--- src/rtl/core/lfu_mem.sv ---
`timescale 1ns / 1ps
`default_nettype none
// ----------------------------------------------------------------------------
// lfu_mem
// Simple dual-port entry memory: one write port, one registered read port.
// ----------------------------------------------------------------------------
module lfu_mem #(
  parameter int DEPTH = 64,
  parameter int WIDTH = 8
) (
  input  wire logic                     clk,
  input  wire logic [$clog2(DEPTH)-1:0] rd_addr,
  output logic      [WIDTH-1:0]         rd_data,
  input  wire logic                     wr_en,
  input  wire logic [$clog2(DEPTH)-1:0] wr_addr,
  input  wire logic [WIDTH-1:0]         wr_data
);

  logic [WIDTH-1:0] mem_r [DEPTH];

  // write port
  always_ff @(posedge clk) begin
    if (wr_en) begin
      mem_r[wr_addr] <= wr_data;
    end
  end

  // registered read port
  always_ff @(posedge clk) begin
    rd_data <= mem_r[rd_addr];
  end

endmodule

`default_nettype wire

--- config.mk ---
export PLATFORM = sky130hd
export DESIGN_NAME = lfu_mem
export DESIGN_NICKNAME = d
export VERILOG_FILES = /design/src/rtl/core/lfu_mem.sv
export SDC_FILE = /design/constraint.sdc
export NUM_CORES = 1
export LEC_CHECK = 0
export BUFFER_PORTS_ARGS = -buffer_cell sky130_fd_sc_hd__buf_2
export CAP_MARGIN = 20
export CORE_ASPECT_RATIO = 0.8
export CORE_MARGIN = 4
export CORE_UTILIZATION = 37
export CTS_BUF_LIST = sky130_fd_sc_hd__clkbuf_8 sky130_fd_sc_hd__clkbuf_16
export DETAILED_ROUTE_END_ITERATION = 8
export GPL_TIMING_DRIVEN = 0
export PLACE_DENSITY = 0.51
export RECOVER_POWER = 100
export REMOVE_ABC_BUFFERS = 1
export SKIP_CTS_REPAIR_TIMING = 1
export SYNTH_ARGS = -nofsm -noshare
export SYNTH_HDL_FRONTEND = slang
export SYNTH_SLANG_ARGS = --single-unit
export TNS_END_PERCENT = 1
--- constraint.sdc ---
create_clock -name clk -period 2.3 [get_ports clk]
set_input_delay 0.46 -clock clk [delete_from_list [all_inputs] [get_ports clk]]
set_output_delay 0.46 -clock clk [all_outputs]
set_load 0.05 [all_outputs]
# Word level (Yosys, flattened, before mapping)
# Memories as Yosys holds them, arrays and structs flattened. A register that Yosys moved wholly into a read port is not among the register bits.
# Index checks and enable logic that the tools add are counted.
[op_classes] muxes=2
[op_table] cell="1-bit two-way mux" n=2
[word_totals] n_memories=1 ram_bits=512 in_bits=22 output_inout_bits=8 register_bits=0
[memory_table] name="mem_r" words=64 word_bits=8 rd=1 rd_clocked_by_memory_dff=1 write_ports=1 line_no="19" source="logic [WIDTH-1:0] mem_r [DEPTH];"

# Logic depth before layout (Yosys ltp)
# Gate-level depths: netlist (run 1).
[logic_depth] depth_word=2 depth_mapped=9 depth_no_buf=5

# Least setup slack after synthesis (run 1)
# Ideal clock, no wire load.
[synth_path] path_kind="in2reg" start="input rd_addr[1]" end="register rd_data[3] (read register of mem_r)" setup_ns=0.128 path_stages=7 slack_ns=0.172 required_ns=2.172 arrival_ns=2.000 cell_sequence="buf_4 -> buf_2 -> buf_2 -> mux4_2 -> mux4_2 -> o21ai_1 -> o41ai_1"
[synth_rtl] item="from (decl)" line_no="12" source="input wire logic [$clog2(DEPTH)-1:0] rd_addr,"
[synth_rtl] item="to (decl)" line_no="13" source="output logic [WIDTH-1:0] rd_data,"

==> flow_metrics.py, run 1 <==
metrics = {
    "floorplanning": {
        "die_area_um2": 58300,
        "initial_core_util_pct": 37.4,
        "coreArea_um2": 53900,
        "io_pins": 30,
        "die_w_um": 269,
        "chipHeight_um": 217,
        "rows": 76,
    },
    "finish": {
        "fin_area_um2": 22700,
        "drive_gt1_share_pct": 23.3,
        "utilization_pct": 42.1,
        "nNetsFinal": 1012,
        "synthToLayoutAreaGrowth_pct": 12.7,
        "layout_commonest_cell": "edfxtp_1",
        "final_cell_mix": "edfxtp_1 (512), mux4_2 (126), nor2_1 (81)",
        "antennaDiodeCount": 0,
        "instances_no_fill": 1729,
    },
    "placed_design": {
        "hpwlAfterDp_mm": 28.1,
        "place_area_um2": 21200,
        "place_inst": 1633,
        "dp_slack_ps": -1050,
        "io_buffers": 29,
        "gp_congestion": 0.729,
    },
    "clocking": {
        "clock_path_buffers": 3,
        "root_buffer": "clkbuf_16",
        "clk_latency_ps": 560,
        "cts_tree": "yes",
        "h-tree-depth": 2,
        "cts_sinks": 520,
        "clk_pin_slew_ps": 60,
        "numCtsBuffers": 52,
    },
    "timing": {
        "setup_viol": 1,
        "max_freq_mhz": 433,
        "fin_crit_ps": 2310,
        "slew_headroom_pct": -2.56,
        "worst_hold_slack_ps": 308,
        "clock-skew-final_ps": 16.8,
        "maxSlewViolCount": 34,
        "fin_ws_ps": -10.3,
        "post-route-period-util_pct": 100,
        "tightest_slew_ps": 1540,
        "hold_violations": 0,
        "rsz0062_at_grt": "yes",
    },
    "logic_synthesis": {
        "avgSynthCellArea_um2": 21.5,
        "synth_ff_type": "edfxtp_1",
        "yosysWarnings": 0,
        "async_reset_ff_share_pct": 0,
        "synth-seq-area-share_pct": 77.0,
        "synth-edff-count": 512,
        "synth.distinct_cells": 40,
        "synth_area_um2": 20200,
        "synthesis.instances": 940,
        "synth-seq-cells": 520,
    },
    "global_routing": {
        "track_usage_pct": 15.9,
        "first_global_vias": 9538,
        "overflow": 0,
        "grt_max_degree": 67,
        "grt_pass1_wl_mm": 67.6,
        "antenna_found_initial": 0,
    },
    "flow_run": {
        "max_cap_violations": 2,
    },
    "detailed_routing": {
        "ant_nets": 0,
        "drc_errors": 0,
        "num_vias": 9406,
        "routed_wl_mm": 46.9,
        "avgViaCountPerCell": 5.44,
        "wl_per_cell_um": 27.1,
        "drt_iter0_markers": 898,
        "first_pass_iters": 5,
    },
    "pwr": {
        "vdd_drop_max_uv": 438,
        "p_per_area_nw_per_um2": 851,
        "power.leakage_nw": 7.00,
    },
    "critical_path": {
        "path_delay_family": "compound AO/OA/AOI/OAI gates",
        "end_kind": "register",
        "crit_top_cell": "buf_16",
        "crit_slowest_cell": "a2111oi_1",
        "startpoint_type": "primary input",
        "critical_path_class": "in2reg",
        "path_cells": "buf_16 -> buf_16 -> mux4_2 -> nor2b_1 -> a2111oi_1 -> o41ai_1",
        "cp_max_fo": 36,
        "crit_buf_inv": 2,
        "cp.required_ps": 2670,
        "crit_path_max_incr_delay_ps": 630,
        "cp.arrival_ps": 2680,
    },
    "hold_path": {
        "hp-class": "in2reg",
    },
    "outcome": {
        "status": "complete, but fails checks",
        "violations": "capacitance limit, slew limit, setup timing",
    },
}
-- path summary, 6_finish.rpt --
| check | to | cells past startpoint | slack [ps] | startpoint |
|---|---|---|---|---|
| setup / recovery | rd_data[5] | 6 | -10 | rd_addr[0] |
| hold / removal | rd_data[1] | 3 | 310 | rd_addr[5] |
| setup reg to reg | rd_data[0] | 4 | 80 | mem_r[47][0] |
| hold reg to reg | rd_data[1] | 4 | 920 | mem_r[19][1] |
-- worst register-to-register path: cells and delay by family (launching register included) --
kind	cells	cell delay, ps
AOI/OAI and AO/OA	2	920
DFF	1	360
muxes	2	780
-- power by group --
group / leakage (nW) / internal [mW] / switching (mW)
Sequential: 4.67 / 10.5 / 0.0200
Clock: 0.835 / 4.37 / 3.37
Combinational: 1.49 / 0.372 / 0.697
Total: 7.00 / 15.2 / 4.09
-- final cells by class --
class / instances / area [µm²]
clock inverter: 34 / 168
fill: 4673 / 31200
clock buffer: 57 / 1380
timing repair buffer: 47 / 404
multi-input combinational: 369 / 4350
tap: 702 / 878
sequential: 520 / 15500
-- kinds of logic (layout without fill, tap and decap cells) --
logic type      after synthesis  in the layout  share of synthesized area [%]
flops                       520            520                           77.0
mux                         162            162                           15.9
simple gates                153            153                           3.39
compound gates               54             54                           2.07
buf+inv                      51            138                           1.57
-- registers in the layout (all words and copies together) (netlist names) --
signal   cells
mem_r      512
rd_data      8
-- synth_stat cells (2+ instances only) --
cell / instances / area [µm²]
edfxtp_1: 512 / 15400
mux4_2: 126 / 2840
nor2_1: 83 / 312
mux2i_1: 23 / 230
nand2_1: 19 / 71.3
clkbuf_1: 17 / 63.8
nor2b_1: 14 / 87.6
buf_4: 13 / 97.6
mux2_2: 13 / 146
nand3_1: 13 / 65.1
buf_2: 11 / 55.1
dfxtp_1: 8 / 160
o221ai_1: 8 / 70.1
o22ai_1: 8 / 50.1
nand2b_1: 7 / 43.8
nor3_1: 7 / 35.0
a221oi_1: 6 / 52.6
a211oi_1: 4 / 30.0
buf_1: 4 / 15.0
buf_6: 4 / 45.0
a21oi_1: 3 / 15.0
a22oi_1: 3 / 22.5
nand3b_1: 3 / 22.5
o2111ai_1: 3 / 26.3
o2bb2ai_1: 3 / 26.3
a2111oi_0: 2 / 17.5
buf_12: 2 / 40.0
nand4_1: 2 / 12.5
nor4_1: 2 / 12.5
o21a_1: 2 / 15.0
o21ai_0: 2 / 10.0
o21ai_1: 2 / 10.0
o221a_2: 2 / 22.5
o32ai_1: 2 / 17.5
o41ai_1: 2 / 17.5
-- stage by stage --
stage / power (mW) / setup TNS [ps]
3_3_place_gp: 11.8 / -121870
2_1_floorplan: 11.2 / 0
4_1_cts: 19.5 / -2040
5_1_grt: 20.1 / -365
6_report: 19.3 / -10.3
3_5_place_dp: 11.8 / -104790
-- routing by layer --
layer  vias to the layer above  global-route usage [%]  part of all wire (%)
met2                       225                    22.9                    44
met1                      5089                    25.3                    49
met5                         -                       0                     0
met3                        60                    2.88                   5.2
li1                       4032                       -                     -
met4                         0                    3.29                   1.7
Note: power is estimated with default switching activity, not from simulation.
==> run 2: changes to the inputs <==
--- a/config.mk
+++ b/config.mk
@@ -9,14 +9,16 @@
 export CAP_MARGIN = 20
 export CORE_ASPECT_RATIO = 0.8
 export CORE_MARGIN = 4
-export CORE_UTILIZATION = 37
+export CORE_UTILIZATION = 38
 export CTS_BUF_LIST = sky130_fd_sc_hd__clkbuf_8 sky130_fd_sc_hd__clkbuf_16
 export DETAILED_ROUTE_END_ITERATION = 8
 export GPL_TIMING_DRIVEN = 0
-export PLACE_DENSITY = 0.51
+export PLACE_DENSITY = 0.52
 export RECOVER_POWER = 100
 export REMOVE_ABC_BUFFERS = 1
+export SETUP_SLACK_MARGIN = 0.05
 export SKIP_CTS_REPAIR_TIMING = 1
+export SKIP_LAST_GASP = 1
 export SYNTH_ARGS = -nofsm -noshare
 export SYNTH_HDL_FRONTEND = slang
 export SYNTH_SLANG_ARGS = --single-unit
==> flow_metrics.py, run 2 (same netlist as run 1, synthesis figures left out) <==
metrics = {
    "critical_path": {
        "startpoint_type": "register",
        "path_cells": "mux4_2 -> mux2_1 -> o221a_2 -> nor3_1 -> o32ai_2",
        "cp_max_fo": 1,
        "end_kind": "register",
        "crit_path_max_incr_delay_ps": 490,
        "critical_path_class": "reg2reg",
        "crit_buf_inv": 0,
        "cp.arrival_ps": 2690,
        "crit_slowest_cell": "mux4_2",
        "path_delay_family": "multiplexers",
        "cp.required_ps": 2730,
    },
    "placed_design": {
        "place_inst": 1623,
        "place_area_um2": 21100,
        "io_buffers": 29,
        "dp_slack_ps": -1440,
        "hpwlAfterDp_mm": 27.6,
        "gp_congestion": 0.742,
    },
    "timing": {
        "tightest_slew_ps": 1740,
        "slew_headroom_pct": -15.7,
        "post-route-period-util_pct": 98.1,
        "setup_tns_ps": 0,
        "worst_hold_slack_ps": 293,
        "fin_ws_ps": 42.8,
        "maxSlewViolCount": 67,
        "clock-skew-final_ps": 8.85,
        "fin_crit_ps": 2260,
        "hold_violations": 0,
        "rsz0062_at_grt": "yes",
        "setup_viol": 0,
        "max_freq_mhz": 443,
    },
    "flow_run": {
        "max_cap_violations": 2,
    },
    "clocking": {
        "numCtsBuffers": 53,
        "root_buffer": "clkbuf_16",
        "cts_tree": "yes",
        "clock_path_buffers": 3,
        "h-tree-depth": 2,
        "cts_sinks": 520,
        "clk_pin_slew_ps": 60,
        "clk_latency_ps": 580,
    },
    "finish": {
        "top_register": "mem_r",
        "largest_register_ff_count": 512,
        "reg.largest.list": "mem_r (512), rd_data (8)",
        "utilization_pct": 43.4,
        "fin_area_um2": 22800,
        "drive_gt1_share_pct": 23.5,
        "final_cell_mix": "edfxtp_1 (512), mux4_2 (126), nor2_1 (83)",
        "instances_no_fill": 1725,
        "synthToLayoutAreaGrowth_pct": 12.9,
        "fillers": 4462,
        "layout_commonest_cell": "edfxtp_1",
        "nNetsFinal": 1012,
    },
    "floorplanning": {
        "chipHeight_um": 214,
        "initial_core_util_pct": 38.4,
        "die_w_um": 266,
        "die_area_um2": 56800,
        "coreArea_um2": 52500,
        "io_pins": 30,
        "rows": 75,
    },
    "hold_path": {
        "hp-class": "in2reg",
    },
    "detailed_routing": {
        "wl_per_cell_um": 27.2,
        "first_pass_iters": 5,
        "routed_wl_mm": 46.9,
        "drc_errors": 0,
        "drt_iter0_markers": 897,
        "ant_nets": 0,
        "avgViaCountPerCell": 5.44,
        "num_vias": 9378,
    },
    "global_routing": {
        "antenna_found_initial": 1,
        "track_usage_pct": 16.1,
        "grt_pass1_wl_mm": 67.4,
        "overflow": 0,
        "grt_max_degree": 73,
        "first_global_vias": 9470,
    },
    "pwr": {
        "vdd_drop_max_uv": 485,
        "p_sw_mw": 4.20,
        "p_comb_share_pct": 5.4,
        "power_frac_clock_pct": 41.2,
        "swShare_pct": 21.3,
        "total_power_mw": 19.7,
        "p_int_mw": 15.5,
        "power.leakage_nw": 7.04,
        "seqPwrFrac_pct": 53.4,
        "p_per_area_nw_per_um2": 864,
    },
    "outcome": {
        "violations": "capacitance limit, slew limit",
        "status": "complete, but fails checks",
    },
}
run 2: cell types whose count changed in the layout (fill, tap and decap cells not counted), moves of 2 or more:
cell       previous run  this run
clkinv_2              5         8
bufinv_16             1         3
buf_16                4         2
buf_12                2         5
buf_2                 6         9
nor2_1               81        83
clkbuf_8              4         0
clkbuf_1             21        18
clkbuf_16            56        58
clkinv_1              8        10
buf_6                 2         0
nor2_2                2         0
run 2: path summary, 6_finish.rpt:
kind | start | endpoint | slack (ps) | cells past startpoint
worst min-delay path | rd_addr[5] | rd_data[0] | 290 | 3
worst max-delay path | mem_r[29][4] | rd_data[4] | 40 | 5
worst min register to register | mem_r[23][1] | rd_data[1] | 870 | 4
worst max register to register | mem_r[29][4] | rd_data[4] | 40 | 5
run 2: worst register-to-register path, delay by kind of cell (launching register included):
family,cells,cell delay (ps)
flip-flops,1,360
AND/OR/NAND/NOR,1,400
AO/OA/AOI/OAI,2,510
multiplexers,2,840
run 2: per-layer routing:
metal | share of wire, % | vias to the layer above | global-route usage [%]
met1 | 47 | 5024 | 25.6
li1 | - | 4035 | -
met2 | 44 | 250 | 22.5
met4 | 2.2 | 0 | 4.51
met3 | 6.1 | 69 | 3.53
met5 | 0 | - | 0
run 2: cell type report:
cell class / instances / area, µm² / share of cell area (%)
clock buffer: 55 / 1380 / 6.04
antenna: 1 / 2.50 / 0.0110
tap: 693 / 867 / 3.81
multi-input combinational: 369 / 4350 / 19.1
sequential: 520 / 15500 / 68.2
timing repair buffer: 46 / 390 / 1.71
clock inverter: 41 / 253 / 1.11
run 2: power groups by stage:
stage	logic, mW	clock network [mW]	registers, mW
6_report	1.06	8.11	10.5
5_1_grt	1.14	8.70	10.5
3_3_place_gp	1.07	0	10.7
3_5_place_dp	1.07	0	10.7
4_1_cts	1.07	8.28	10.5
2_1_floorplan	0.406	0	10.8
==> run 3: changes to the inputs <==
==> constraint.sdc (replaced) <==
create_clock -name clk -period 2.5 [get_ports clk]
set_input_delay 0.5 -clock clk [delete_from_list [all_inputs] [get_ports clk]]
set_output_delay 0.5 -clock clk [all_outputs]
set_load 0.05 [all_outputs]
==> flow_metrics.py, run 3 (same netlist as run 1, synthesis figures left out) <==
metrics = {
    "outcome": {
        "status": "complete, but fails checks",
        "violations": "capacitance limit, slew limit",
    },
    "timing": {
        "tightest_slew_ps": 1660,
        "rsz0062_at_grt": "yes",
        "post-route-period-util_pct": 96.2,
        "maxSlewViolCount": 68,
        "slew_headroom_pct": -10.9,
        "hold_violations": 0,
        "fin_crit_ps": 2400,
        "max_freq_mhz": 416,
        "fin_ws_ps": 95.6,
        "clock-skew-final_ps": 6.80,
        "setup_viol": 0,
    },
    "finish": {
        "fin_area_um2": 22700,
        "nNetsFinal": 1011,
        "final_cell_mix": "edfxtp_1 (512), mux4_2 (126), nor2_1 (83)",
        "instances_no_fill": 1725,
        "layout_commonest_cell": "edfxtp_1",
        "largest_register_ff_count": 512,
        "top_register": "mem_r",
        "reg.largest.list": "mem_r (512), rd_data (8)",
        "synthToLayoutAreaGrowth_pct": 12.7,
        "drive_gt1_share_pct": 23.1,
    },
    "critical_path": {
        "cp.arrival_ps": 2840,
        "critical_path_class": "in2reg",
        "cp_max_fo": 49,
        "cp.required_ps": 2930,
        "end_kind": "register",
        "startpoint_type": "primary input",
    },
    "clocking": {
        "clk_pin_slew_ps": 60,
        "h-tree-depth": 2,
        "cts_sinks": 520,
        "numCtsBuffers": 53,
        "cts_tree": "yes",
        "clk_latency_ps": 590,
        "clock_path_buffers": 3,
        "root_buffer": "clkbuf_16",
    },
    "global_routing": {
        "first_global_vias": 9470,
        "grt_pass1_wl_mm": 67.4,
        "track_usage_pct": 16.1,
        "overflow": 0,
        "antenna_found_initial": 1,
        "grt_max_degree": 73,
    },
    "floorplanning": {
        "die_w_um": 266,
        "chipHeight_um": 214,
        "die_area_um2": 56800,
        "io_pins": 30,
        "initial_core_util_pct": 38.4,
        "coreArea_um2": 52500,
        "rows": 75,
    },
    "pwr": {
        "vdd_drop_max_uv": 447,
        "power.leakage_nw": 7.01,
        "total_power_mw": 18.1,
        "p_per_area_nw_per_um2": 796,
    },
    "detailed_routing": {
        "wl_per_cell_um": 27.0,
        "num_vias": 9403,
        "first_pass_iters": 8,
        "routed_wl_mm": 46.6,
        "drt_iter0_markers": 913,
        "avgViaCountPerCell": 5.45,
        "ant_nets": 0,
        "drc_errors": 0,
    },
    "placed_design": {
        "place_inst": 1623,
        "gp_congestion": 0.742,
        "io_buffers": 29,
        "dp_slack_ps": -1280,
        "hpwlAfterDp_mm": 27.6,
        "place_area_um2": 21100,
    },
    "flow_run": {
        "max_cap_violations": 2,
    },
    "hold_path": {
        "hp-class": "in2reg",
    },
}
==> run 3: final timing paths <==
check	from	end	slack [ps]	cells past startpoint
worst max-delay path	rd_addr[1]	rd_data[2]	100	6
worst min-delay path	rd_addr[5]	rd_data[0]	330	3
worst max register to register	mem_r[29][6]	rd_data[6]	260	5
worst min register to register	mem_r[19][1]	rd_data[1]	870	4
==> run 3: final cells by class <==
class	instances	area (µm²)
antenna	2	5.00
sequential	520	15500
multi-input combinational	369	4340
timing repair buffer	45	354
clock buffer	55	1380
fill	4466	29700
clock inverter	41	253
tap	693	867
==> run 3: critical path, cell delays in order <==
cell and delay, ps:
buf_6 390, buf_16 340, mux4_2 560, mux2_2 310, a221oi_2 500, o2bb2ai_1 210
==> run 3: where the power goes <==
part           leakage, nW  total, mW  internal (mW)  switching, mW
clock                0.872       7.45           4.25           3.19
combinational         1.47      0.965          0.333          0.632
sequential            4.67       9.67           9.66         0.0182
total                 7.01       18.1           14.2           3.84
==> run 3: metal layers <==
metal | vias to the layer above | wire [µm] | track usage (%)
met3 | 69 | 2690 | 3.53
met5 | - | 0 | 0
li1 | 4038 | - | -
met1 | 5051 | 22200 | 25.6
met2 | 245 | 20700 | 22.5
met4 | 0 | 1060 | 4.51
==> run 3: through the flow <==
step	hold WS [ps]	TNS (ps)	util (%)
after global placement	845	-71900	39.8
after global routing	342	-5.30	43.3
after floorplan	599	0	-
after detailed placement	863	-62070	40.3
after CTS	284	-3460	43.4
final	328	0	43.3
